--- src/sv/arsp_pkg.sv ---
// ============================================================================
// arsp_pkg
// Shared types and constants of the access-rights string parser.
// ============================================================================
package arsp_pkg;

    localparam int MASK_W = 15;

    // Parser phase codes.
    localparam logic [3:0] PH_TOP   = 4'd0;
    localparam logic [3:0] PH_FSEEN = 4'd1;
    localparam logic [3:0] PH_FOPEN = 4'd2;
    localparam logic [3:0] PH_FSTAR = 4'd3;
    localparam logic [3:0] PH_FGRP  = 4'd4;
    localparam logic [3:0] PH_DSEEN = 4'd5;
    localparam logic [3:0] PH_DOPEN = 4'd6;
    localparam logic [3:0] PH_DSTAR = 4'd7;
    localparam logic [3:0] PH_DGRP  = 4'd8;
    localparam logic [3:0] PH_CSEEN = 4'd9;
    localparam logic [3:0] PH_COPEN = 4'd10;
    localparam logic [3:0] PH_CSTAR = 4'd11;
    localparam logic [3:0] PH_CGRP  = 4'd12;

    // Permission bits.
    localparam logic [MASK_W-1:0] B_EXEC   = 15'h0001;
    localparam logic [MASK_W-1:0] B_WFILE  = 15'h0002;
    localparam logic [MASK_W-1:0] B_RFILE  = 15'h0004;
    localparam logic [MASK_W-1:0] B_RDIR   = 15'h0008;
    localparam logic [MASK_W-1:0] B_RMDIR  = 15'h0010;
    localparam logic [MASK_W-1:0] B_RMFILE = 15'h0020;
    localparam logic [MASK_W-1:0] B_MKCHR  = 15'h0040;
    localparam logic [MASK_W-1:0] B_MKDIR  = 15'h0080;
    localparam logic [MASK_W-1:0] B_MKREG  = 15'h0100;
    localparam logic [MASK_W-1:0] B_MKSOCK = 15'h0200;
    localparam logic [MASK_W-1:0] B_MKFIFO = 15'h0400;
    localparam logic [MASK_W-1:0] B_MKBLK  = 15'h0800;
    localparam logic [MASK_W-1:0] B_MKSYM  = 15'h1000;
    localparam logic [MASK_W-1:0] B_REFER  = 15'h2000;
    localparam logic [MASK_W-1:0] B_TRUNC  = 15'h4000;
    localparam logic [MASK_W-1:0] ALL_BITS = 15'h7FFF;

    localparam logic [MASK_W-1:0] FULL_C = B_MKCHR | B_MKDIR | B_MKREG | B_MKSOCK
                                         | B_MKFIFO | B_MKBLK | B_MKSYM;
    localparam logic [MASK_W-1:0] FULL_F = B_RFILE | B_WFILE | B_EXEC | B_TRUNC
                                         | B_RMFILE;
    localparam logic [MASK_W-1:0] FULL_D = B_RDIR | B_REFER | B_RMDIR | FULL_C;
    localparam logic [MASK_W-1:0] TOP_R  = B_RFILE | B_EXEC | B_RDIR;
    localparam logic [MASK_W-1:0] TOP_W  = B_WFILE | B_RMFILE | B_RMDIR | FULL_C;

    // Character codes.
    localparam logic [7:0] CH_UF    = "F";
    localparam logic [7:0] CH_UD    = "D";
    localparam logic [7:0] CH_UC    = "C";
    localparam logic [7:0] CH_R     = "r";
    localparam logic [7:0] CH_W     = "w";
    localparam logic [7:0] CH_X     = "x";
    localparam logic [7:0] CH_T     = "t";
    localparam logic [7:0] CH_U     = "u";
    localparam logic [7:0] CH_M     = "m";
    localparam logic [7:0] CH_C     = "c";
    localparam logic [7:0] CH_D     = "d";
    localparam logic [7:0] CH_S     = "s";
    localparam logic [7:0] CH_F     = "f";
    localparam logic [7:0] CH_B     = "b";
    localparam logic [7:0] CH_L     = "l";
    localparam logic [7:0] CH_STAR  = "*";
    localparam logic [7:0] CH_COMMA = ",";
    localparam logic [7:0] CH_DASH  = "-";
    localparam logic [7:0] CH_OPEN  = "(";
    localparam logic [7:0] CH_CLOSE = ")";

    // Item kinds.
    localparam logic KIND_CHAR = 1'b0;
    localparam logic KIND_END  = 1'b1;

    typedef struct packed {
        logic [3:0]        phase;
        logic [MASK_W-1:0] mask;
        logic              unknown;
    } parse_state_t;

    typedef struct packed {
        logic              unknown_seen;
        logic              unclosed_group;
        logic [MASK_W-1:0] access_mask;
    } result_t;

endpackage

--- src/sv/arsp_step.sv ---
// ============================================================================
// arsp_step
// One parser step: next state and result for one character or end item.
// ============================================================================
module arsp_step (
    input  arsp_pkg::parse_state_t st,
    input  logic                   kind,
    input  logic [7:0]             char_code,
    output arsp_pkg::parse_state_t st_next,
    output arsp_pkg::result_t      res
);

    function automatic arsp_pkg::parse_state_t top_char(arsp_pkg::parse_state_t s,
                                                        logic [7:0] c);
        arsp_pkg::parse_state_t r;
        r = s;
        r.phase = arsp_pkg::PH_TOP;
        case (c) inside
            arsp_pkg::CH_UF:    r.phase = arsp_pkg::PH_FSEEN;
            arsp_pkg::CH_UD:    r.phase = arsp_pkg::PH_DSEEN;
            arsp_pkg::CH_R:     r.mask = r.mask | arsp_pkg::TOP_R;
            arsp_pkg::CH_W:     r.mask = r.mask | arsp_pkg::TOP_W;
            arsp_pkg::CH_STAR:  r.mask = arsp_pkg::ALL_BITS;
            arsp_pkg::CH_COMMA: r.unknown = s.unknown;
            default:            r.unknown = 1'b1;
        endcase
        return r;
    endfunction

    function automatic arsp_pkg::parse_state_t fgrp_char(arsp_pkg::parse_state_t s,
                                                         logic [7:0] c);
        arsp_pkg::parse_state_t r;
        r = s;
        r.phase = arsp_pkg::PH_FGRP;
        case (c) inside
            arsp_pkg::CH_CLOSE:                   r.phase = arsp_pkg::PH_TOP;
            arsp_pkg::CH_R:                       r.mask = r.mask | arsp_pkg::B_RFILE;
            arsp_pkg::CH_W:                       r.mask = r.mask | arsp_pkg::B_WFILE;
            arsp_pkg::CH_X:                       r.mask = r.mask | arsp_pkg::B_EXEC;
            arsp_pkg::CH_T:                       r.mask = r.mask | arsp_pkg::B_TRUNC;
            arsp_pkg::CH_U:                       r.mask = r.mask | arsp_pkg::B_RMFILE;
            arsp_pkg::CH_DASH, arsp_pkg::CH_COMMA: r.unknown = s.unknown;
            default:                              r.unknown = 1'b1;
        endcase
        return r;
    endfunction

    function automatic arsp_pkg::parse_state_t dgrp_char(arsp_pkg::parse_state_t s,
                                                         logic [7:0] c);
        arsp_pkg::parse_state_t r;
        r = s;
        r.phase = arsp_pkg::PH_DGRP;
        case (c) inside
            arsp_pkg::CH_CLOSE:                   r.phase = arsp_pkg::PH_TOP;
            arsp_pkg::CH_R:                       r.mask = r.mask | arsp_pkg::B_RDIR;
            arsp_pkg::CH_UC:                      r.phase = arsp_pkg::PH_CSEEN;
            arsp_pkg::CH_U:                       r.mask = r.mask | arsp_pkg::B_RMDIR;
            arsp_pkg::CH_M:                       r.mask = r.mask | arsp_pkg::B_REFER;
            arsp_pkg::CH_DASH, arsp_pkg::CH_COMMA: r.unknown = s.unknown;
            default:                              r.unknown = 1'b1;
        endcase
        return r;
    endfunction

    function automatic arsp_pkg::parse_state_t cgrp_char(arsp_pkg::parse_state_t s,
                                                         logic [7:0] c);
        arsp_pkg::parse_state_t r;
        r = s;
        r.phase = arsp_pkg::PH_CGRP;
        case (c) inside
            arsp_pkg::CH_CLOSE:              r.phase = arsp_pkg::PH_DGRP;
            arsp_pkg::CH_C:                  r.mask = r.mask | arsp_pkg::B_MKCHR;
            arsp_pkg::CH_D:                  r.mask = r.mask | arsp_pkg::B_MKDIR;
            arsp_pkg::CH_DASH, arsp_pkg::CH_R: r.mask = r.mask | arsp_pkg::B_MKREG;
            arsp_pkg::CH_S:                  r.mask = r.mask | arsp_pkg::B_MKSOCK;
            arsp_pkg::CH_F:                  r.mask = r.mask | arsp_pkg::B_MKFIFO;
            arsp_pkg::CH_B:                  r.mask = r.mask | arsp_pkg::B_MKBLK;
            arsp_pkg::CH_L:                  r.mask = r.mask | arsp_pkg::B_MKSYM;
            arsp_pkg::CH_COMMA:              r.unknown = s.unknown;
            default:                         r.unknown = 1'b1;
        endcase
        return r;
    endfunction

    arsp_pkg::parse_state_t chr_next;
    arsp_pkg::parse_state_t fin;
    arsp_pkg::parse_state_t s1;
    logic                   open_grp;

    // Character items: the letter after F, D or C is first checked as a
    // group opener, then handled at the enclosing level if it is not one.
    always_comb
    begin
        s1 = st;
        unique case (st.phase)
            arsp_pkg::PH_FSEEN:
            begin
                if (char_code == arsp_pkg::CH_OPEN)
                    chr_next = '{phase: arsp_pkg::PH_FOPEN, mask: st.mask,
                                 unknown: st.unknown};
                else
                begin
                    s1.mask = st.mask | arsp_pkg::FULL_F;
                    chr_next = top_char(s1, char_code);
                end
            end
            arsp_pkg::PH_FOPEN:
            begin
                if (char_code == arsp_pkg::CH_STAR)
                    chr_next = '{phase: arsp_pkg::PH_FSTAR, mask: st.mask,
                                 unknown: st.unknown};
                else
                    chr_next = fgrp_char(st, char_code);
            end
            arsp_pkg::PH_FSTAR:
            begin
                if (char_code == arsp_pkg::CH_CLOSE)
                    chr_next = '{phase: arsp_pkg::PH_TOP,
                                 mask: st.mask | arsp_pkg::FULL_F, unknown: st.unknown};
                else
                begin
                    s1.unknown = 1'b1;
                    chr_next = fgrp_char(s1, char_code);
                end
            end
            arsp_pkg::PH_FGRP:
                chr_next = fgrp_char(st, char_code);
            arsp_pkg::PH_DSEEN:
            begin
                if (char_code == arsp_pkg::CH_OPEN)
                    chr_next = '{phase: arsp_pkg::PH_DOPEN, mask: st.mask,
                                 unknown: st.unknown};
                else
                begin
                    s1.mask = st.mask | arsp_pkg::FULL_D;
                    chr_next = top_char(s1, char_code);
                end
            end
            arsp_pkg::PH_DOPEN:
            begin
                if (char_code == arsp_pkg::CH_STAR)
                    chr_next = '{phase: arsp_pkg::PH_DSTAR, mask: st.mask,
                                 unknown: st.unknown};
                else
                    chr_next = dgrp_char(st, char_code);
            end
            arsp_pkg::PH_DSTAR:
            begin
                if (char_code == arsp_pkg::CH_CLOSE)
                    chr_next = '{phase: arsp_pkg::PH_TOP,
                                 mask: st.mask | arsp_pkg::FULL_D, unknown: st.unknown};
                else
                begin
                    s1.unknown = 1'b1;
                    chr_next = dgrp_char(s1, char_code);
                end
            end
            arsp_pkg::PH_DGRP:
                chr_next = dgrp_char(st, char_code);
            arsp_pkg::PH_CSEEN:
            begin
                if (char_code == arsp_pkg::CH_OPEN)
                    chr_next = '{phase: arsp_pkg::PH_COPEN, mask: st.mask,
                                 unknown: st.unknown};
                else
                begin
                    s1.mask = st.mask | arsp_pkg::FULL_C;
                    chr_next = dgrp_char(s1, char_code);
                end
            end
            arsp_pkg::PH_COPEN:
            begin
                if (char_code == arsp_pkg::CH_STAR)
                    chr_next = '{phase: arsp_pkg::PH_CSTAR, mask: st.mask,
                                 unknown: st.unknown};
                else
                    chr_next = cgrp_char(st, char_code);
            end
            arsp_pkg::PH_CSTAR:
            begin
                if (char_code == arsp_pkg::CH_CLOSE)
                    chr_next = '{phase: arsp_pkg::PH_DGRP,
                                 mask: st.mask | arsp_pkg::FULL_C, unknown: st.unknown};
                else
                begin
                    s1.unknown = 1'b1;
                    chr_next = cgrp_char(s1, char_code);
                end
            end
            arsp_pkg::PH_CGRP:
                chr_next = cgrp_char(st, char_code);
            default:
                chr_next = top_char(st, char_code);
        endcase
    end

    // End items: settle a pending letter or "(*" and report.
    always_comb
    begin
        fin      = st;
        open_grp = 1'b0;
        unique case (st.phase)
            arsp_pkg::PH_FSEEN: fin.mask = st.mask | arsp_pkg::FULL_F;
            arsp_pkg::PH_DSEEN: fin.mask = st.mask | arsp_pkg::FULL_D;
            arsp_pkg::PH_CSEEN:
            begin
                fin.mask = st.mask | arsp_pkg::FULL_C;
                open_grp = 1'b1;
            end
            arsp_pkg::PH_FSTAR, arsp_pkg::PH_DSTAR, arsp_pkg::PH_CSTAR:
            begin
                fin.unknown = 1'b1;
                open_grp    = 1'b1;
            end
            arsp_pkg::PH_FOPEN, arsp_pkg::PH_FGRP, arsp_pkg::PH_DOPEN,
            arsp_pkg::PH_DGRP, arsp_pkg::PH_COPEN, arsp_pkg::PH_CGRP:
                open_grp = 1'b1;
            default:
                open_grp = 1'b0;
        endcase
    end

    always_comb
    begin
        res.access_mask    = fin.mask;
        res.unclosed_group = open_grp;
        res.unknown_seen   = fin.unknown;
        if (kind == arsp_pkg::KIND_END)
            st_next = '{phase: arsp_pkg::PH_TOP, mask: '0, unknown: 1'b0};
        else
            st_next = chr_next;
    end

endmodule

--- src/sv/arsp_out_buf.sv ---
// ============================================================================
// arsp_out_buf
// Two-entry result buffer: output register plus skid register.
// ============================================================================
module arsp_out_buf (
    input  logic              clk,
    input  logic              rst_n,
    input  logic              push,
    input  arsp_pkg::result_t push_data,
    output logic              full,
    output logic              out_valid,
    input  logic              out_ready,
    output arsp_pkg::result_t out_data
);

    logic              head_valid_reg;
    logic              head_valid_next;
    logic              skid_valid_reg;
    logic              skid_valid_next;
    arsp_pkg::result_t head_reg;
    arsp_pkg::result_t head_next;
    arsp_pkg::result_t skid_reg;
    arsp_pkg::result_t skid_next;
    logic              pop;

    assign pop = head_valid_reg && out_ready;

    // A push is only offered while the skid register is empty.
    always_comb
    begin
        head_valid_next = head_valid_reg;
        skid_valid_next = skid_valid_reg;
        head_next       = head_reg;
        skid_next       = skid_reg;
        if (pop)
        begin
            if (skid_valid_reg)
            begin
                head_next       = skid_reg;
                skid_valid_next = 1'b0;
            end
            else if (push)
                head_next = push_data;
            else
                head_valid_next = 1'b0;
        end
        else if (push)
        begin
            if (!head_valid_reg)
            begin
                head_next       = push_data;
                head_valid_next = 1'b1;
            end
            else
            begin
                skid_next       = push_data;
                skid_valid_next = 1'b1;
            end
        end
    end

    always_ff @(posedge clk or negedge rst_n)
    begin
        if (!rst_n)
        begin
            head_valid_reg <= 1'b0;
            skid_valid_reg <= 1'b0;
        end
        else
        begin
            head_valid_reg <= head_valid_next;
            skid_valid_reg <= skid_valid_next;
        end
    end

    always_ff @(posedge clk)
    begin
        head_reg <= head_next;
        skid_reg <= skid_next;
    end

    assign full      = skid_valid_reg;
    assign out_valid = head_valid_reg;
    assign out_data  = head_reg;

endmodule

--- src/sv/access_rights_string_parser.sv ---
// ============================================================================
// access_rights_string_parser
// Streams an access-rights string in and returns its permission mask.
// ============================================================================
// Characters arrive one per beat on the slave side (tuser = 0) and an
// end-of-string beat (tuser = 1) closes the string. Each end beat yields one
// result beat holding the 15-bit mask, an unclosed-group flag and an
// unknown-character flag; the parser then returns to its reset state.
// Character beats produce no output. The block accepts one beat per cycle
// unless an end beat waits for buffer room: the parser state register is
// updated by a single short combinational step, so that state loop sets the
// rate. Two results may wait in the output buffer, and a third end beat in
// the input register, before the input side stalls.
module access_rights_string_parser (
    input  logic        clk,
    input  logic        rst_n,
    input  logic        s_axis_tvalid,
    output logic        s_axis_tready,
    input  logic [7:0]  s_axis_tdata,   // [7:0] char_code
    input  logic        s_axis_tuser,   // [0] kind
    output logic        m_axis_tvalid,
    input  logic        m_axis_tready,
    output logic [23:0] m_axis_tdata    // [14:0] access_mask, [15] unclosed_group,
                                        // [16] unknown_seen, [23:17] zero
);

    logic                   in_valid_reg;
    logic                   in_kind_reg;
    logic [7:0]             in_char_reg;
    logic                   step_go;
    logic                   buf_full;
    arsp_pkg::parse_state_t st_reg;
    arsp_pkg::parse_state_t st_next;
    arsp_pkg::result_t      res;
    arsp_pkg::result_t      out_res;

    // End beats need a free buffer entry; character beats always proceed.
    assign step_go = in_valid_reg && (in_kind_reg == arsp_pkg::KIND_CHAR || !buf_full);
    assign s_axis_tready = !in_valid_reg || step_go;

    always_ff @(posedge clk or negedge rst_n)
    begin
        if (!rst_n)
        begin
            in_valid_reg <= 1'b0;
            st_reg       <= '{phase: arsp_pkg::PH_TOP, mask: '0, unknown: 1'b0};
        end
        else
        begin
            if (s_axis_tready)
                in_valid_reg <= s_axis_tvalid;
            if (step_go)
                st_reg <= st_next;
        end
    end

    always_ff @(posedge clk)
    begin
        if (s_axis_tready)
        begin
            in_kind_reg <= s_axis_tuser;
            in_char_reg <= s_axis_tdata;
        end
    end

    arsp_step u_step (
        .st        (st_reg),
        .kind      (in_kind_reg),
        .char_code (in_char_reg),
        .st_next   (st_next),
        .res       (res)
    );

    arsp_out_buf u_out_buf (
        .clk       (clk),
        .rst_n     (rst_n),
        .push      (step_go && in_kind_reg == arsp_pkg::KIND_END),
        .push_data (res),
        .full      (buf_full),
        .out_valid (m_axis_tvalid),
        .out_ready (m_axis_tready),
        .out_data  (out_res)
    );

    assign m_axis_tdata = {7'b0, out_res};

endmodule
--- config.mk ---
export PLATFORM = sky130hd
export DESIGN_NAME = access_rights_string_parser
export DESIGN_NICKNAME = d
export VERILOG_FILES = /design/src/sv/arsp_pkg.sv /design/src/sv/arsp_step.sv /design/src/sv/arsp_out_buf.sv /design/src/sv/access_rights_string_parser.sv
export SDC_FILE = /design/constraint.sdc
export NUM_CORES = 1
export LEC_CHECK = 0
export BUFFER_PORTS_ARGS = -buffer_cell sky130_fd_sc_hd__buf_2
export CAP_MARGIN = 40
export CORE_UTILIZATION = 60
export CTS_BUF_LIST = sky130_fd_sc_hd__clkbuf_8 sky130_fd_sc_hd__clkbuf_16
export CTS_CLUSTER_DIAMETER = 60
export DETAILED_ROUTE_END_ITERATION = 10
export PLACE_DENSITY = 0.87
export SLEW_MARGIN = 20
export SYNTH_ARGS = -nofsm -noshare
export SYNTH_HDL_FRONTEND = slang
export SYNTH_SLANG_ARGS = --single-unit
--- constraint.sdc ---
create_clock -name clk -period 7.75 [get_ports clk]
set_clock_uncertainty 0.05 [all_clocks]
set_input_delay 0.775 -clock clk [delete_from_list [all_inputs] [get_ports clk]]
set_output_delay 0.775 -clock clk [all_outputs]
set_load 0.05 [all_outputs]
* Word-level counts from Yosys, hierarchy flattened
Index checks and enable logic that the tools add are counted. W data, S select, Z words.
Word-level totals: flip-flop bits (word level) 66, input bits 13, output and inout port bits 26
Cells by class: eq/ne operators 79, muxes and demuxes 98, bitwise logic cells 2, reductions and logical operators 32
Operators with widths (number):
- $mux W15 | 19
- $pmux W20 S12 | 1
- $mux W14 | 11
- $eq A8 B7 Y1 const B | 15
- $mux W19 | 6
- $mux W13 | 8
- $mux W17 | 5
- $mux W20 | 4
- $ne A13 B13 Y1 const B | 6
- $ne A3 B3 Y1 const B | 21
- $ne A12 B12 Y1 const B | 5
- $reduce_bool A13 Y1 | 4
- $pmux W15 S3 | 1
- $eq A8 B6 Y1 const B | 5
- $reduce_and A19 Y1 | 2
- $mux W1 | 36
- $reduce_and A17 Y1 | 2
- $reduce_and A24 Y1 | 1
- $reduce_and A21 Y1 | 1
- $eq A4 B4 Y1 const B | 5
- $eq A4 B3 Y1 const B | 4
- $ne A4 B2 Y1 const B | 4
- $reduce_and A16 Y1 | 1
- $ne A3 B2 Y1 const B | 5
- other kinds (20) | 39

* Depth between registers and ports, before layout
Gate-level depths: netlist of run 1.
depth in word-level cells 13, mapped depth 10, gate-level depth less buffers 6

* By module
A second synthesis of run 1 with hierarchy kept.
Unflattened totals: cell total of the unflattened synthesis 431, area total of the unflattened synthesis 4264.1 sq um
By module, submodules not included:
- arsp_step | instances 1, cells each 302, area an instance 1749.2 sq um
- arsp_out_buf | instances 1, cells each 64, area an instance 1381.3 sq um
- access_rights_string_parser | instances 1, cells each 65, area an instance 1133.6 sq um

* Least setup slack after synthesis of run 1
No wires, ideal clock.
path kind register to register, from register in_char_reg[4], to register st_reg[14] in the netlist's numbering, setup time 96 ps, arrival time 2463 ps, data required time 7604 ps, path slack 5141 ps, cell stages (with the launch flop) 11, buffers on the path 4, clock period less this slack 2609 ps, cell sequence edfxtp_1 buf_6 or4b_1 buf_2 or4_4 buf_6 or2_0 buf_2 a41oi_1 o31ai_1 o31ai_1
On the way: word-level cells in the longest chain between the ends 9, elaborated cells between the ends (all ways) 55
Ends and longest elaborated chain:
- start: declaration | line access_rights_string_parser.sv:29 | logic [7:0] in_char_reg;
- start signal: assignment | line access_rights_string_parser.sv:62 | in_char_reg <= s_axis_tdata;
- $eq A8 B7 Y1
- $mux W14 (5 in a row)
- $mux W20
- $pmux W20 S12 | line arsp_step.sv:95 | unique case (st.phase)
- $mux W20 | line arsp_step.sv:228 | if (kind == arsp_pkg::KIND_END)
- end signal: assignment | line access_rights_string_parser.sv:46 | st_reg <= '{phase: arsp_pkg::PH_TOP, mask: '0, unknown: 1'b0};
- end signal: assignment | line access_rights_string_parser.sv:53 | st_reg <= st_next;
- end: declaration | line access_rights_string_parser.sv:32 | arsp_pkg::parse_state_t st_reg;
Several ways; a longest one is shown, not always the timed one. The select of a mux whose other input is x is not followed. A chain may end at the register's enable or synchronous reset.

* Worst setup path after layout of run 1
from register st_reg[16] in the netlist's numbering, to register st_reg[2] in the netlist's numbering
On the way: word-level cells in the longest chain between the ends 3, elaborated cells between the ends (all ways) 31
Ends and longest elaborated chain (line):
- $eq A4 B2 Y1, or another cell as far along | arsp_step.sv:95
- $ne A12 B12 Y1 (no line), or another cell as far along
- $reduce_and A17 Y1 (no line) or $mux W20 (tied branches)
Several ways; a longest one is shown, not always the timed one.

==> results of run 1 <==
[cell families after synthesis]
| family | after synthesis |
|---|---|
| compound gates | 130 |
| xor+xnor | 1 |
| buf+inv | 47 |
| flops | 66 |
| mux | 21 |
| other cells | 1 |
| simple gates | 191 |
[worst reg2reg max path, stage by stage, from the launching register on]
cell	delay, ns
dfrtp_1	0.85
or4b_2	0.67
a21oi_1	0.20
o2111ai_1	0.29
a21boi_0	0.69
nor3_1	0.22
o32ai_2	0.22
[per-layer routing]
| metal | track usage [%] | up-vias | part of all wire (%) |
|---|---|---|---|
| met5 | 0 | - | 0 |
| met4 | 17.9 | 0 | 4.5 |
| met3 | 9.24 | 68 | 12 |
| met2 | 59.1 | 341 | 45 |
| met1 | 52.5 | 1875 | 39 |
| li1 | - | 1783 | - |
[power by group through the flow]
stage                     Clock (mW)  Sequential, mW  Combinational [mW]
after floorplan                    0           0.682               0.268
after global placement             0           0.585               0.470
after detailed placement           0           0.592               0.487
after CTS                      0.325           0.586               0.492
after global routing           0.336           0.602               0.531
final                          0.327           0.591               0.502
[cell type report]
class / count / area [µm²]
multi-input cells: 350 / 2250
fillers: 521 / 2160
flip-flops and latches: 66 / 1870
repair buffers: 39 / 214
clock buffers: 9 / 124
well taps: 96 / 120
clock inverters: 7 / 92.6
inverters: 10 / 37.5
[stage by stage]
step / cell area (µm²) / util [%] / setup slack [ns] / hold WS (ns)
2_1_floorplan: 4340 / - / 5.14 / 0.415
3_3_place_gp: 4470 / 65.1 / 4.67 / 0.460
3_5_place_dp: 4470 / 65.1 / 4.59 / 0.473
4_1_cts: 4690 / 68.3 / 4.59 / 0.395
5_1_grt: 4710 / 68.6 / 4.28 / 0.414
6_report: 4710 / 68.6 / 4.45 / 0.371
[worst paths after layout]
path                                              end  slack (ns)  cells after the start
worst min-delay path            st_reg[5]$_DFFE_PN0P_        0.37                      1
worst min register to register  st_reg[3]$_DFFE_PN0P_        0.49                      1
max in group asynchronous       st_reg[0]$_DFFE_PN0P_        6.88                      1
min in group clk                st_reg[3]$_DFFE_PN0P_        0.49                      1
worst max-delay path            st_reg[2]$_DFFE_PN0P_        4.45                      6
worst max register to register  st_reg[2]$_DFFE_PN0P_        4.45                      6
[cell usage in the layout (no fill, tap or decap), types with 10 or more instances in the layout]
cell,netlist,layout
edfxtp_1,43,43
nand2_1,35,35
buf_2,4,31
o21ai_0,30,30
nor2_1,29,29
a21oi_1,23,23
dfrtp_1,23,23
mux2_2,19,19
nor3_1,18,18
or2_2,17,17
nand3_1,15,15
inv_1,10,11
nor2b_1,11,11
nand2b_1,10,10
==> impl_metrics.json, run 1 <==
{
  "setup_tns_ns": 0,
  "tritoncts": "done",
  "initial_core_util_pct": 62.8,
  "dp_hpwl_mm": 9.86,
  "synthMuxAreaShare_pct": 5.42,
  "cp.arrival_ns": 3.49,
  "cts_buffer_depth": 2,
  "diodes": 0,
  "timing.rr.start": "st_reg[16]$_DFFE_PN0P_",
  "rsz0062_at_grt": "no",
  "start_kind": "register",
  "drv_cap": 0,
  "synth_area_leaders": "edfxtp_1 30%, dfrtp_1 13%, mux2_2 5.0%, o21ai_0 3.5%, nand2_1 3.0%",
  "area_growth_pct": 9.10,
  "ioPinCount": 39,
  "ys_types": 71,
  "cts.sinks": 66,
  "synth.avg_cell_area_um2": 9.45,
  "p_comb_share_pct": 35.3,
  "synth-edff-count": 43,
  "yosys.area.top_type": "edfxtp_1",
  "syn-cell-area_um2": 4320,
  "via_per_inst": 7.05,
  "switching_share_pct": 39.3,
  "crit_chain": "or4b_2 > a21oi_1 > o2111ai_1 > a21boi_0 > nor3_1 > o32ai_2",
  "worstPathBufferInverterCount": 0,
  "grt_remaining_overflow": 0,
  "port_buffers": 31,
  "synth_compound_area_share_pct": 20.7,
  "rows": 30,
  "crit_family": "compound AO/OA/AOI/OAI gates",
  "cts_setup_buffers": 0,
  "max_freq_mhz": 303,
  "hold_viol_final": 0,
  "antenna_found_initial": 0,
  "synth_xor_area_share_pct": 0.203,
  "fin_crit_sh_pct": 42.5,
  "dpl.cell_count": 558,
  "ys_warn_count": 0,
  "status": "finished, final reports clean",
  "synthArstFlopShare_pct": 34.8,
  "leakagePower_nw": 1.82,
  "gp_congestion": 1.00,
  "layout-drive-gt1-share_pct": 22.0,
  "internal_power_uw": 863,
  "p_per_area_nw_per_um2": 302,
  "drt-pass1-iter-count": 8,
  "critical_path_required_ns": 7.94,
  "synthSimpleGateAreaFrac_pct": 25.2,
  "path_clk_slew_ns": 0.08,
  "yosys.area_share.adder_pct": 0,
  "holdCritPathClass": "input pin to async pin",
  "critPathSlowestCell": "dfrtp_1",
  "yosysMostFrequentCell": "edfxtp_1",
  "htreeDepth": 3,
  "cpPeakStageDelay_ns": 0.85,
  "total_power_mw": 1.42,
  "post-route-min-period_ns": 3.30,
  "seq_area_frac_synth_pct": 43.2,
  "ctsResizeCount": 0,
  "die_w_um": 86.8,
  "finalNetCount": 489,
  "critical_path_class": "register to register",
  "synthTopCellsByCount": "43 x edfxtp_1, 35 x nand2_1, 30 x o21ai_0, 29 x nor2_1",
  "via_count": 4067,
  "clkPwrFrac_pct": 23.0,
  "die_y_um": 86.8,
  "vdd_ir_drop_max_uv": 251,
  "postCtsHoldBufs": 0,
  "worst_pin_slew_ns": 0.844,
  "clk_latency_ns": 0.35,
  "instances_no_fill": 577,
  "synth_top_area_share_pct": 29.9,
  "grt_max_degree": 34,
  "cts_root_buffer": "clkbuf_8",
  "largest_reg_flops": 20,
  "p_sw_uw": 557,
  "die_area_um2": 7540,
  "finalMaxSlewViolations": 0,
  "drtIter0Drc": 631,
  "wire_per_inst_um": 23.8,
  "worstSetupStartpoint": "st_reg[16]$_DFFE_PN0P_",
  "slew_headroom_pct": 43.0,
  "crit_path_end_kind": "register",
  "grt_usage_pct": 38.8,
  "synth_top_family_by_area": "simple AND/OR/NAND/NOR gates",
  "pwr-share-seq_pct": 41.6,
  "setup_viol": 0,
  "route.detailed.drc": 0,
  "synth.ff_latch_count": 66,
  "first_global_vias": 3748,
  "grt_pass1_wl_mm": 21.4,
  "cts_buffers": 9,
  "ys.flop_type": "edfxtp_1",
  "postRouteAntennaNets": 0,
  "synth_cells": 457,
  "wl_mm": 13.8,
  "crit_fanout": 26,
  "core_area_um2": 6870
}
(Power assumes the default switching activity.)
==> inputs of run 2 (changes only) <==
- clock period: 7.75 -> 3.2 ns (I/O delays scaled with it)
==> impl_metrics.json, run 2 (same netlist as run 1, synthesis figures left out) <==
{
  "fin_area_um2": 4890,
  "r2r_cells": 7,
  "cp.arrival_ns": 3.12,
  "drtIter0Drc": 629,
  "critical_path_required_ns": 3.39,
  "rrSetupSlack_ns": 0.27,
  "cts_root_buffer": "clkbuf_8",
  "port_buffers": 31,
  "wl_met2_mm": 6.30,
  "path_clk_slew_ns": 0.09,
  "drt-pass1-iter-count": 6,
  "postRouteAntennaNets": 0,
  "cts_buffer_depth": 2,
  "dr_wl_met3_mm": 1.55,
  "wl_mm": 13.8,
  "critPathSlowestCell": "dfrtp_1",
  "area_growth_pct": 13.3,
  "rsz0062_at_grt": "no",
  "nFillCells": 525,
  "layout-drive-gt1-share_pct": 25.9,
  "die_w_um": 86.8,
  "final_cell_mix": "43 x edfxtp_1, 35 x nand2_1, 31 x buf_2, 31 x buf_4, 30 x o21ai_0",
  "clk_latency_ns": 0.35,
  "dpl.cell_count": 584,
  "route.detailed.drc": 0,
  "p_per_area_nw_per_um2": 698,
  "wl_met1_mm": 5.34,
  "die_y_um": 86.8,
  "die_area_um2": 7540,
  "timing.rr.start": "st_reg[17]$_DFFE_PN0P_",
  "hold_viol_final": 0,
  "core_area_um2": 6870,
  "crit_path_end_kind": "register",
  "hold_start": "s_axis_tdata[1]",
  "start_kind": "register",
  "finalMaxSlewViolations": 0,
  "r2r-end": "st_reg[3]$_DFFE_PN0P_",
  "cts_setup_buffers": 0,
  "first_global_vias": 3888,
  "place_area_um2": 4670,
  "largest_reg_flops": 20,
  "instances_no_fill": 602,
  "setup_tns_ns": 0,
  "status": "finished, final reports clean",
  "leakagePower_nw": 1.93,
  "wire_per_inst_um": 23.0,
  "cpPeakStageDelay_ns": 0.83,
  "fin_crit_sh_pct": 91.4,
  "min_to": "in_char_reg[1]$_DFFE_PP_",
  "hold_depth": 1,
  "finalNetCount": 514,
  "crit_fanout": 22,
  "diodes": 0,
  "htreeDepth": 3,
  "initial_core_util_pct": 62.8,
  "grt_max_degree": 24,
  "via_per_inst": 7.04,
  "setup_viol": 0,
  "cpMostUsedCell": "a31oi_1",
  "routed.top_layer": "met4",
  "tritoncts": "done",
  "grt_usage_pct": 37.7,
  "cts_buffers": 9,
  "worst_pin_slew_ns": 0.745,
  "rows": 30,
  "holdCritPathClass": "input pin to register",
  "antenna_found_initial": 0,
  "post-route-min-period_ns": 2.93,
  "grt_pass1_wl_mm": 20.9,
  "via_count": 4240,
  "final_common_cell": "edfxtp_1",
  "max_freq_mhz": 342,
  "gp_congestion": 1.06,
  "slew_headroom_pct": 50.4,
  "dp_hpwl_mm": 10.2,
  "crit_chain": "buf_4 > nor2b_1 > o21ai_0 > a31oi_1 > a31oi_1 > or3b_2 > a22o_1",
  "cts.sinks": 66,
  "grt_remaining_overflow": 0,
  "ioPinCount": 39,
  "drv_cap": 0,
  "critical_path_class": "register to register",
  "vdd_ir_drop_max_uv": 494
}
-- run 2: through the flow --
stage	power, mW	setup WS, ns	hold slack [ns]	utilization [%]
6_report	3.41	0.275	0.0895	71.2
2_1_floorplan	2.30	0.591	-0.0256	-
3_5_place_dp	2.66	0.394	0.321	67.9
5_1_grt	3.53	0.189	0.0847	71.2
4_1_cts	3.38	0.391	0.0876	71.0
3_3_place_gp	2.58	0.376	0.301	67.9
-- run 2: worst max-delay path: cells and delay by family, from the launching register on --
kind,cells,cell delay [ns]
compound gates,4,0.88
flops,1,0.83
simple gates,2,0.79
buf+inv,1,0.27
-- run 2: area by class of cell --
| class | instances | area (µm²) | area share, % |
|---|---|---|---|
| clock inverters | 7 | 78.8 | 1.61 |
| inverters | 10 | 37.5 | 0.767 |
| well taps | 96 | 120 | 2.46 |
| clock buffers | 9 | 124 | 2.53 |
| multi-input cells | 350 | 2250 | 46.1 |
| repair buffers | 64 | 409 | 8.37 |
| flip-flops and latches | 66 | 1870 | 38.2 |
-- run 2: routing by layer --
layer | track usage [%] | vias up
li1 | - | 1830
met4 | 20.6 | 0
met2 | 58.0 | 370
met5 | 0 | -
met1 | 50.6 | 1972
met3 | 6.48 | 68
-- run 2: power by group --
group,switching [mW],internal [mW],leakage [nW]
Combinational,0.823,0.451,1.13
Sequential,0.178,1.23,0.700
Clock,0.368,0.366,0.0973
Total,1.37,2.04,1.93
-- run 2: repair_timing --
action	CTS	global route
hold buffers	1	0
endpoints found under the hold margin	23	0
endpoints found under the setup margin	0	0
gates resized for setup	0	0
-- run 2: how the worst max path moves through the flow --
| stage | from | to | slack, ns | depth (start not counted) |
|---|---|---|---|---|
| 6_report | st_reg[17]$_DFFE_PN0P_ | st_reg[3]$_DFFE_PN0P_ | 0.27 | 7 |
| 5_1_grt | st_reg[17]$_DFFE_PN0P_ | st_reg[3]$_DFFE_PN0P_ | 0.19 | 7 |
| 4_1_cts | st_reg[17]$_DFFE_PN0P_ | st_reg[3]$_DFFE_PN0P_ | 0.39 | 7 |
| 3_5_place_dp | st_reg[17]$_DFFE_PN0P_ | st_reg[3]$_DFFE_PN0P_ | 0.39 | 7 |
| 3_3_place_gp | st_reg[17]$_DFFE_PN0P_ | st_reg[3]$_DFFE_PN0P_ | 0.38 | 7 |
| 2_1_floorplan | in_char_reg[4]$_DFFE_PP_ | st_reg[14]$_DFFE_PN0P_ | 0.59 | 10 |
==> inputs of run 3 (changes only) <==
- CORE_ASPECT_RATIO: default -> 2
==> impl_metrics.json, run 3 (same netlist as run 1, synthesis figures left out) <==
{
  "status": "finished, final reports clean",
  "hold_viol_final": 0,
  "cts.sinks": 66,
  "clk_latency_ns": 0.34,
  "dpl.cell_count": 584,
  "postRouteAntennaNets": 0,
  "die_w_um": 62.0,
  "drv_cap": 0,
  "p_per_area_nw_per_um2": 750,
  "final_cell_mix": "43 x edfxtp_1, 37 x buf_4, 35 x nand2_1",
  "crit_chain": "or4b_1 > nor3_1 > o211ai_1 > nand4_1 > a21o_1 > a22o_1",
  "die_area_um2": 7560,
  "worstSetupStartpoint": "in_char_reg[4]$_DFFE_PP_",
  "via_per_inst": 7.29,
  "grt_max_degree": 24,
  "holdCritPathClass": "input pin to register",
  "tritoncts": "done",
  "crit_path_end_kind": "register",
  "die_y_um": 122,
  "cts_root_buffer": "clkbuf_16",
  "timing.rr.start": "in_char_reg[4]$_DFFE_PP_",
  "htreeDepth": 3,
  "fin_crit_sh_pct": 94.7,
  "initial_core_util_pct": 62.2,
  "slew_headroom_pct": 52.3,
  "hold_start": "s_axis_tdata[2]",
  "setup_tns_ns": 0,
  "critical_path_required_ns": 3.41,
  "wl_mm": 15.7,
  "critPathSlowestCell": "or4b_1",
  "grt_remaining_overflow": 0,
  "wire_per_inst_um": 26.1,
  "antenna_found_initial": 0,
  "port_buffers": 31,
  "max_freq_mhz": 330,
  "setup_viol": 0,
  "cts_buffers": 9,
  "first_global_vias": 4295,
  "start_kind": "register",
  "drt-pass1-iter-count": 8,
  "core_area_um2": 6940,
  "cp.arrival_ns": 3.24,
  "rows": 43,
  "finalMaxSlewViolations": 0,
  "utilization_pct": 72.8,
  "area_growth_pct": 17.0,
  "critical_path_class": "register to register",
  "hold_ws_ns": 0.107,
  "finalNetCount": 520,
  "leakagePower_nw": 2.02,
  "cts_buffer_depth": 2,
  "largest_reg_flops": 20,
  "path_clk_slew_ns": 0.06,
  "post-route-min-period_ns": 3.03,
  "via_count": 4389,
  "gp_congestion": 1.11,
  "drtIter0Drc": 734,
  "route.detailed.drc": 0,
  "cts_setup_buffers": 0,
  "crit_fanout": 10,
  "dp_hpwl_mm": 11.4,
  "cpPeakStageDelay_ns": 0.70,
  "diodes": 0,
  "rsz0062_at_grt": "no",
  "grt_usage_pct": 47.2,
  "grt_pass1_wl_mm": 24.9,
  "place_area_um2": 4700,
  "vdd_ir_drop_max_uv": 372,
  "final_common_cell": "edfxtp_1",
  "ioPinCount": 39,
  "worst_pin_slew_ns": 0.711,
  "layout-drive-gt1-share_pct": 26.8,
  "fin_area_um2": 5050,
  "instances_no_fill": 602
}
-- run 3: changes by cell type in the layout (fill, tap and decap cells not counted), sizes merged --
cell      before  now
clkinv         3    2
clkinvlp       2    1
bufinv         1    2
clkbuf         9   10
buf           63   69
-- run 3: worst max-delay path, delay by kind of cell (launching register included) --
family / cells / cell delay [ns]
flip-flops: 1 / 0.52
AO/OA/AOI/OAI: 3 / 0.85
AND/OR/NAND/NOR: 3 / 1.53
-- run 3: path summary, 6_finish.rpt --
kind                                            end  slack, ns  cells after the start
setup / recovery              st_reg[9]$_DFFE_PN0P_       0.17                      6
hold / removal             in_char_reg[2]$_DFFE_PP_       0.11                      1
setup reg to reg              st_reg[9]$_DFFE_PN0P_       0.17                      6
hold reg to reg               st_reg[1]$_DFFE_PN0P_       0.48                      1
max in group asynchronous    st_reg[11]$_DFFE_PN0P_       2.24                      2
min in group asynchronous     st_reg[3]$_DFFE_PN0P_       0.48                      2
-- run 3: cell type report --
class	count	area (µm²)
clock inverters	6	81.3
fillers	494	1890
repair buffers	70	454
clock buffers	10	239
multi-input cells	350	2260
flip-flops and latches	66	1870
inverters	10	37.5
well taps	90	113
-- run 3: layer usage --
metal	part of all wire [%]	track usage [%]	vias up
met3	10	19.3	157
met4	12	40.6	0
met1	30	45.9	2029
li1	-	-	1845
met5	0	0	-
met2	49	73.1	358
-- run 3: through the flow --
step / power, mW / setup WS (ns)
final: 3.79 / 0.170
after global routing: 3.93 / 0.00958
after CTS: 3.71 / 0.182
after detailed placement: 2.64 / 0.224
after global placement: 2.57 / 0.304
after floorplan: 2.30 / 0.591
-- run 3: power by group --
group          internal (mW)  switching (mW)
Combinational          0.454           0.867
Sequential              1.23           0.170
Clock                  0.697           0.371
-- run 3: timing repair --
| action | in CTS | in global routing |
|---|---|---|
| hold endpoints to repair | 23 | 0 |
| hold buffers | 1 | 0 |
| gates resized for setup | 0 | 1 |
| endpoints found under the setup margin | 0 | 7 |
